### src/sv/sqb_pkg.sv
// shared types, constants and the sine table generator of the sprite quad batcher
package sqb_pkg;

   localparam int unsigned MAX_GROUPS_DEF          = 16;
   localparam int unsigned MAX_QUADS_PER_GROUP_DEF = 1024;
   localparam int unsigned SINE_TABLE_BITS_DEF     = 10;
   localparam int unsigned QUEUE_DEPTH             = 2;

   localparam logic [63:0] HALF_PI_Q30 = 64'd1686629713;
   localparam logic [16:0] ONE_Q15     = 17'd32768;

   typedef enum logic [1:0] {
      ST_VERTEX  = 2'd0,
      ST_DROPPED = 2'd1,
      ST_FULL    = 2'd2,
      ST_CLEARED = 2'd3
   } status_type;

   typedef enum logic [1:0] {
      FLIP_NONE  = 2'd0,
      FLIP_HORIZ = 2'd1,
      FLIP_VERT  = 2'd2,
      FLIP_BOTH  = 2'd3
   } flip_type;

   typedef enum logic [1:0] {
      F_IDLE,
      F_SCAN,
      F_PUSH
   } front_state_type;

   typedef enum logic [2:0] {
      B_IDLE,
      B_SIN,
      B_COS,
      B_CAP,
      B_MUL,
      B_OUT
   } back_state_type;

   // classified request handed from front to back
   typedef struct packed {
      status_type   status;
      logic [3:0]   slot;
      logic [9:0]   quad;
      logic [15:0]  total;
      logic [23:0]  dst_x;
      logic [23:0]  dst_y;
      logic [22:0]  dst_w;
      logic [22:0]  dst_h;
      logic [63:0]  src_rect;
      logic [15:0]  rotation;
      logic [47:0]  pivot;
      logic [1:0]   flip;
      logic [31:0]  color;
   } entry_type;

   typedef struct packed {
      logic [23:0]  vertex_x;
      logic [23:0]  vertex_y;
      logic [16:0]  tex_u;
      logic [16:0]  tex_v;
      logic [31:0]  vertex_color;
      logic [3:0]   group_slot;
      logic [9:0]   quad_index;
      logic [1:0]   corner;
      logic         last;
      logic [1:0]   status;
      logic [15:0]  sprite_total;
   } result_type;

   // quarter-wave sine in q1.15, taylor series in q30
   function automatic logic [15:0] quarter_sine(input int unsigned r, input int unsigned bits);
      logic [63:0]        x;
      logic [63:0]        x2;
      logic [63:0]        term;
      logic signed [63:0] sum;
      x    = (64'(r) * HALF_PI_Q30) >> (bits - 2);
      x2   = (x * x) >> 30;
      term = x;
      sum  = signed'(x);
      for (int n = 1; n <= 5; n++) begin
         term = (term * x2) >> 30;
         case (n)
            1: term = term / 6;
            2: term = term / 20;
            3: term = term / 42;
            4: term = term / 72;
            default: term = term / 110;
         endcase
         if (n % 2 == 1) begin
            sum = sum - signed'(term);
         end else begin
            sum = sum + signed'(term);
         end
      end
      if (sum < 0) begin
         sum = 0;
      end
      sum = (sum + 64'sd16384) >>> 15;
      if (sum > 64'sd32768) begin
         sum = 64'sd32768;
      end
      return sum[15:0];
   endfunction

endpackage

### src/sv/sqb_fifo.sv
// short queue between classification and vertex generation
module sqb_fifo (
   input  logic                clock,
   input  logic                reset,
   input  logic                in_valid,
   output logic                in_ready,
   input  sqb_pkg::entry_type  in_data,
   output logic                out_valid,
   input  logic                out_ready,
   output sqb_pkg::entry_type  out_data
);

   localparam int unsigned DEPTH = sqb_pkg::QUEUE_DEPTH;
   localparam int unsigned PW    = (DEPTH > 1) ? $clog2(DEPTH) : 1;
   localparam int unsigned NW    = $clog2(DEPTH + 1);

   sqb_pkg::entry_type  slots_ff [DEPTH];
   logic [PW-1:0]       wr_ptr_ff;
   logic [PW-1:0]       rd_ptr_ff;
   logic [NW-1:0]       fill_ff;
   logic                push;
   logic                pop;

   assign in_ready  = fill_ff < NW'(DEPTH);
   assign out_valid = fill_ff != '0;
   assign out_data  = slots_ff[rd_ptr_ff];
   assign push      = in_valid && in_ready;
   assign pop       = out_valid && out_ready;

   always_ff @(posedge clock) begin
      if (reset) begin
         wr_ptr_ff <= '0;
         rd_ptr_ff <= '0;
         fill_ff   <= '0;
      end else begin
         if (push) begin
            wr_ptr_ff <= (wr_ptr_ff == PW'(DEPTH - 1)) ? '0 : wr_ptr_ff + PW'(1);
         end
         if (pop) begin
            rd_ptr_ff <= (rd_ptr_ff == PW'(DEPTH - 1)) ? '0 : rd_ptr_ff + PW'(1);
         end
         if (push && !pop) begin
            fill_ff <= fill_ff + NW'(1);
         end else if (pop && !push) begin
            fill_ff <= fill_ff - NW'(1);
         end
      end
   end

   always_ff @(posedge clock) begin
      if (push) begin
         slots_ff[wr_ptr_ff] <= in_data;
      end
   end

endmodule

### config.mk
export PLATFORM = sky130hd
export DESIGN_NAME = sqb_fifo
export DESIGN_NICKNAME = d
export VERILOG_FILES = /design/src/sv/sqb_pkg.sv /design/src/sv/sqb_fifo.sv
export SDC_FILE = /design/constraint.sdc
export NUM_CORES = 1
export LEC_CHECK = 0
export BUFFER_PORTS_ARGS = -buffer_cell sky130_fd_sc_hd__buf_2
export CAP_MARGIN = 20
export CELL_PAD_IN_SITES_DETAIL_PLACEMENT = 1
export CELL_PAD_IN_SITES_GLOBAL_PLACEMENT = 2
export CORE_ASPECT_RATIO = 1.1
export CORE_MARGIN = 2
export CORE_UTILIZATION = 35
export CTS_CLUSTER_SIZE = 20
export DETAILED_ROUTE_END_ITERATION = 16
export GPL_ROUTABILITY_DRIVEN = 0
export PLACE_DENSITY_LB_ADDON = 0.1
export RECOVER_POWER = 50
export SKIP_CTS_REPAIR_TIMING = 1
export SLEW_MARGIN = 15
export SYNTH_ARGS = -nofsm -noshare
export SYNTH_HDL_FRONTEND = slang
export SYNTH_SLANG_ARGS = --single-unit
### constraint.sdc
create_clock -name clock -period 19.54 [get_ports clock]
set_clock_uncertainty 0.15 [all_clocks]
set_input_delay 4.885 -clock clock [delete_from_list [all_inputs] [get_ports clock]]
set_output_delay 4.885 -clock clock [all_outputs]
set_load 0.05 [all_outputs]
After elaboration in Yosys (flattened, before gate mapping)
Memory sizes are Yosys's and may differ from the RTL's. A register that Yosys moved wholly into a read port is not among the register bits.
Index checks and enable logic that the tools add are counted.

storage, ports and cells
  bits in registers = 4
  memory bits (writable) = 576
  input bits = 292
  output and inout bits = 290
  word-level logic and storage cells = 25
  memories kept = 1

cells by class
  add/sub/neg operators = 4
  order comparisons = 1
  mux-type cells = 8
  reduce and logical (&&, ||, !) cells = 8

memory list
  memory    words  bits a word  rd ports  clocked after memory_dff  write ports  RTL line        text
  slots_ff  2      288          1         1                         1            sqb_fifo.sv:17  sqb_pkg::entry_type slots_ff [DEPTH];

operators by type and width
  cell                 number
  $mux 1               6
  $logic_and 1x1->1    4
  $mux 2               2
  $reduce_bool 2->1    2
  $add 1x1->1 const B  2
  $add 2x1->2 const B  1
  $logic_not 1->1      2
  $lt 2x2->1 const B   1
  $sub 2x1->2 const B  1

Longest topological paths before layout
  depth after elaboration = 6
  depth in mapped cells = 5
  gate-level depth less buffers = 5

Worst setup path before layout
No wires, ideal clock.

  kind = input port to flip-flop
  start = input in_valid
  end = memory slots_ff[0][0] (netlist name), enable pin
  setup time = 0.977 ns
  arrival = 17.755 ns
  required time = 18.413 ns
  path slack = 0.658 ns
  cell stages on the path = 2
  path buffers = 0
  cell sequence = nor2b_1 > nor2b_1

on the way
  longest elaborated chain between the ends = 3

RTL lines
  element                       RTL line        text
  start: declaration            sqb_fifo.sv:5   input logic in_valid,
  $logic_and 1x1->1             sqb_fifo.sv:27  assign push = in_valid && in_ready;
  $mux 1                        sqb_fifo.sv:51  if (push) begin
  $mux 1 (not written as such)  sqb_fifo.sv:52  slots_ff[wr_ptr_ff] <= in_data;
  end: declaration              sqb_fifo.sv:17

No other way between the ends.

Final worst setup path
  start = input in_valid
  end = memory slots_ff[1][252] (netlist name), enable pin

on the way
  longest elaborated chain between the ends = 3

RTL lines
  element                       RTL line        text
  $logic_and 1x1->1             sqb_fifo.sv:27
  net push                      sqb_fifo.sv:21  logic push;
  $mux 1                        sqb_fifo.sv:51
  $mux 1 (not written as such)  sqb_fifo.sv:52

The timed path passes the listed nets, and every way through them passes these cells.

==> summary.md <==
| Metric | Value |
|---|---|
| Status | finished, violations left |
| Failing checks | capacitance limit, slew limit |
| Final cell count without fillers | 2,435 |
| Worst-Skew Late Latency | 0.62 ns |
| Final Setup Violations | 0 |
| Die Y-Extent | 266 um |
| Clk pwr share | 26.2% |
| First-pass GRT wire length | 79.7 mm |
| CP max stage cell | and2_0 |
| Top-Level Pins | 582 |
| Internal power | 0.00277 W |
| Syn Nets | 1,212 |
| Synth Warn # | 0 |
| Type of the worst setup path | input pin to register |
| DRT Pass-1 Iters | 4 |
| Net Sw Power | 0.00169 W |
| Fill count | 6,079 |
| Worst hold path type | register to register |
| Syn-to-layout area delta | 25.8% |
| DRT iter0 DRCs | 562 |
| DP HPWL | 39.3 mm |
| RSZ-0062 raised after global routing | false |
| Synth Register Bits | 581 |
| Fin crit period | 10.77 ns |
| Post-Place Cells | 2,313 |
| Wire per inst | 22.9 um |
| Drt drc | 0 |
| Worst Tran Pin Value | 3.89 ns |
| Net Sw Frac | 38.0% |
| Synthesized cell area | 21,800 um2 |
| DR vias | 10,900 |
| CP endpoint kind | register |
| Crit path largest cell delay | 2.85 ns |
| Final ANT Viol Nets | 0 |
| Final worst path period share | 55.1% |
| Data arrival, critical path | 10.77 ns |
| Synth cell types | 17 |
| Final setup margin | 8.77 ns |
| Cells after Synth | 919 |
| Routed vias/inst | 4.49 |
| Grt total ovfl | 0 |
| Die X | 242 um |
| Layout cell share with drive strength beyond 1 | 52.4% |
| Clock transition at path regs | 0.06 ns |
| GRT Total Usage | 16.8% |
| Clk Tree Root Cell | clkbuf_16 |
| Final setup TNS | 0 ns |
| # nets final | 1,837 |
| Pre-CTS WS | 10.91 ns |
| Worst-path fanout max | 57 |
| Final Hold Fails | 0 |
| CP Data Required Time | 19.54 ns |
| Sequential Power Share | 37.4% |
| Core Region | 62,000 um2 |
| Initial antenna violation count | 26 |
| Initial core utilization | 35.2% |
| Total CTS buffers | 61 |
| H-tree levels | 2 |
| Critical Path, Cell by Cell | buf_2, nor2b_1, and2_0, clkbuf_1 |
| Worst setup SP type | input pin |
| Slew headroom | -160% |
| Vias in the first global route | 11,800 |
| Static Leakage | 10.2 nW |
| PortBufs | 581 |
| Final core utilization | 44.3% |
| Power Density | 162 nW/um2 |
| CTS tree | yes |
| Peak VDD IR | 0.0000784 V |
| Clk buf depth | 3 |
| Die area | 64,400 um2 |
| FMAX | 0.0928 GHz |
| Rows | 96 |
| Comb power frac | 36.4% |
| Max-Cap Viols | 3 |
| Mean post-synth cell area | 23.7 um2 |
| Clock sink total | 581 |
| Pins Over Slew Limit | 134 |
| Final wirelength | 55.8 mm |
| Largest net degree at the start of global routing | 144 |
| Post-synthesis sequential area ratio | 79.7% |
## worst max-delay path: cells and delay by family
family	cells	cell delay, ns
simple gates	2	3.12
buf+inv	2	2.68
## cell usage after synthesis
library cell	number	area, um2
mux2_2	88	991
nor2b_1	2	12.5
edfxtp_1	576	17300
xnor2_1	1	8.76
buf_2	6	30.0
or2_2	1	6.26
a21oi_1	1	5.00
dfxtp_1	5	100
o21ai_0	2	10.0
inv_1	1	3.75
or3_1	1	6.26
nor2_1	4	15.0
mux2_4	200	3000
ha_1	1	12.5
xor2_1	3	26.3
buf_6	26	293
and2_1	1	6.26
## final cells by class
type                    instances  area [um2]  area share [%]
clock inverters                46         430            1.57
flip-flops and latches        581       17400            63.4
inverters                       1        3.75          0.0137
well taps                     833        1040            3.80
repair buffers                594        2860            10.4
multi-input cells             305        4100            14.9
diodes                          6        15.0          0.0547
clock buffers                  69        1600            5.82
## power by group through the flow
stage / logic, W / clock network, W / registers (W)
floorplan: 0.00131 / 0 / 0.00176
global placement: 0.00163 / 0 / 0.00170
detailed placement: 0.00163 / 0 / 0.00171
CTS: 0.00164 / 0.00121 / 0.00168
global route: 0.00169 / 0.00125 / 0.00169
finish: 0.00162 / 0.00117 / 0.00167
## placed cells by master, fill, tap and decap left out, drive strengths merged, types with 2 or more instances in the layout
cell	netlist	layout
edfxtp	576	576
buf	32	454
mux2	288	288
clkbuf	0	209
clkinv	0	35
bufinv	0	8
diode	0	6
dfxtp	5	5
nor2	4	4
xor2	3	3
inv	1	3
nor2b	2	2
o21ai	2	2
## kinds of logic after synthesis
| logic type | after synthesis | synth area share, % |
|---|---|---|
| mux | 288 | 18.3 |
| flops | 581 | 79.7 |
| compound gates | 3 | 0.0688 |
| simple gates | 9 | 0.212 |
| buf+inv | 33 | 1.50 |
| xor+xnor | 4 | 0.161 |
| fa+ha+maj | 1 | 0.0573 |
## worst paths after layout
path / from / depth (start not counted) / slack (ns) / end
min reg2reg: rd_ptr_ff$_SDFFE_PP0P_ / 2 / 0.36 / rd_ptr_ff$_SDFFE_PP0P_
max: in_valid / 4 / 8.77 / slots_ff[1][252]$_DFFE_PP_
max reg2reg: fill_ff[1]$_SDFFE_PP0P_ / 3 / 12.76 / slots_ff[1][252]$_DFFE_PP_
min: rd_ptr_ff$_SDFFE_PP0P_ / 2 / 0.36 / rd_ptr_ff$_SDFFE_PP0P_
## metal layers
metal | part of all wire (%) | track usage (%) | vias to the layer above | wire length [um]
li1 | - | - | 4946 | -
met1 | 37 | 18.3 | 5423 | 20400
met2 | 51 | 28.9 | 400 | 28200
met3 | 9.8 | 8.13 | 122 | 5490
met4 | 2.7 | 5.44 | 38 | 1480
met5 | 0.43 | 0 | - | 242
## state kept, by name, indices dropped and copies added (netlist names), named ones only
| register | flops |
|---|---|
| wr_ptr_ff | 1 |
| slots_ff | 576 |
| fill_ff | 2 |
| rd_ptr_ff | 1 |
## per-stage QoR
| stage | power [W] | hold slack [ns] | cell area, um2 |
|---|---|---|---|
| 2_1_floorplan | 0.00307 | 0.322 | 21800 |
| 3_3_place_gp | 0.00333 | 0.338 | 25600 |
| 3_5_place_dp | 0.00334 | 0.353 | 25600 |
| 4_1_cts | 0.00453 | 0.373 | 27600 |
| 5_1_grt | 0.00463 | 0.418 | 27400 |
| 6_report | 0.00446 | 0.363 | 27500 |
Note: power is estimated with default switching activity, not from simulation.
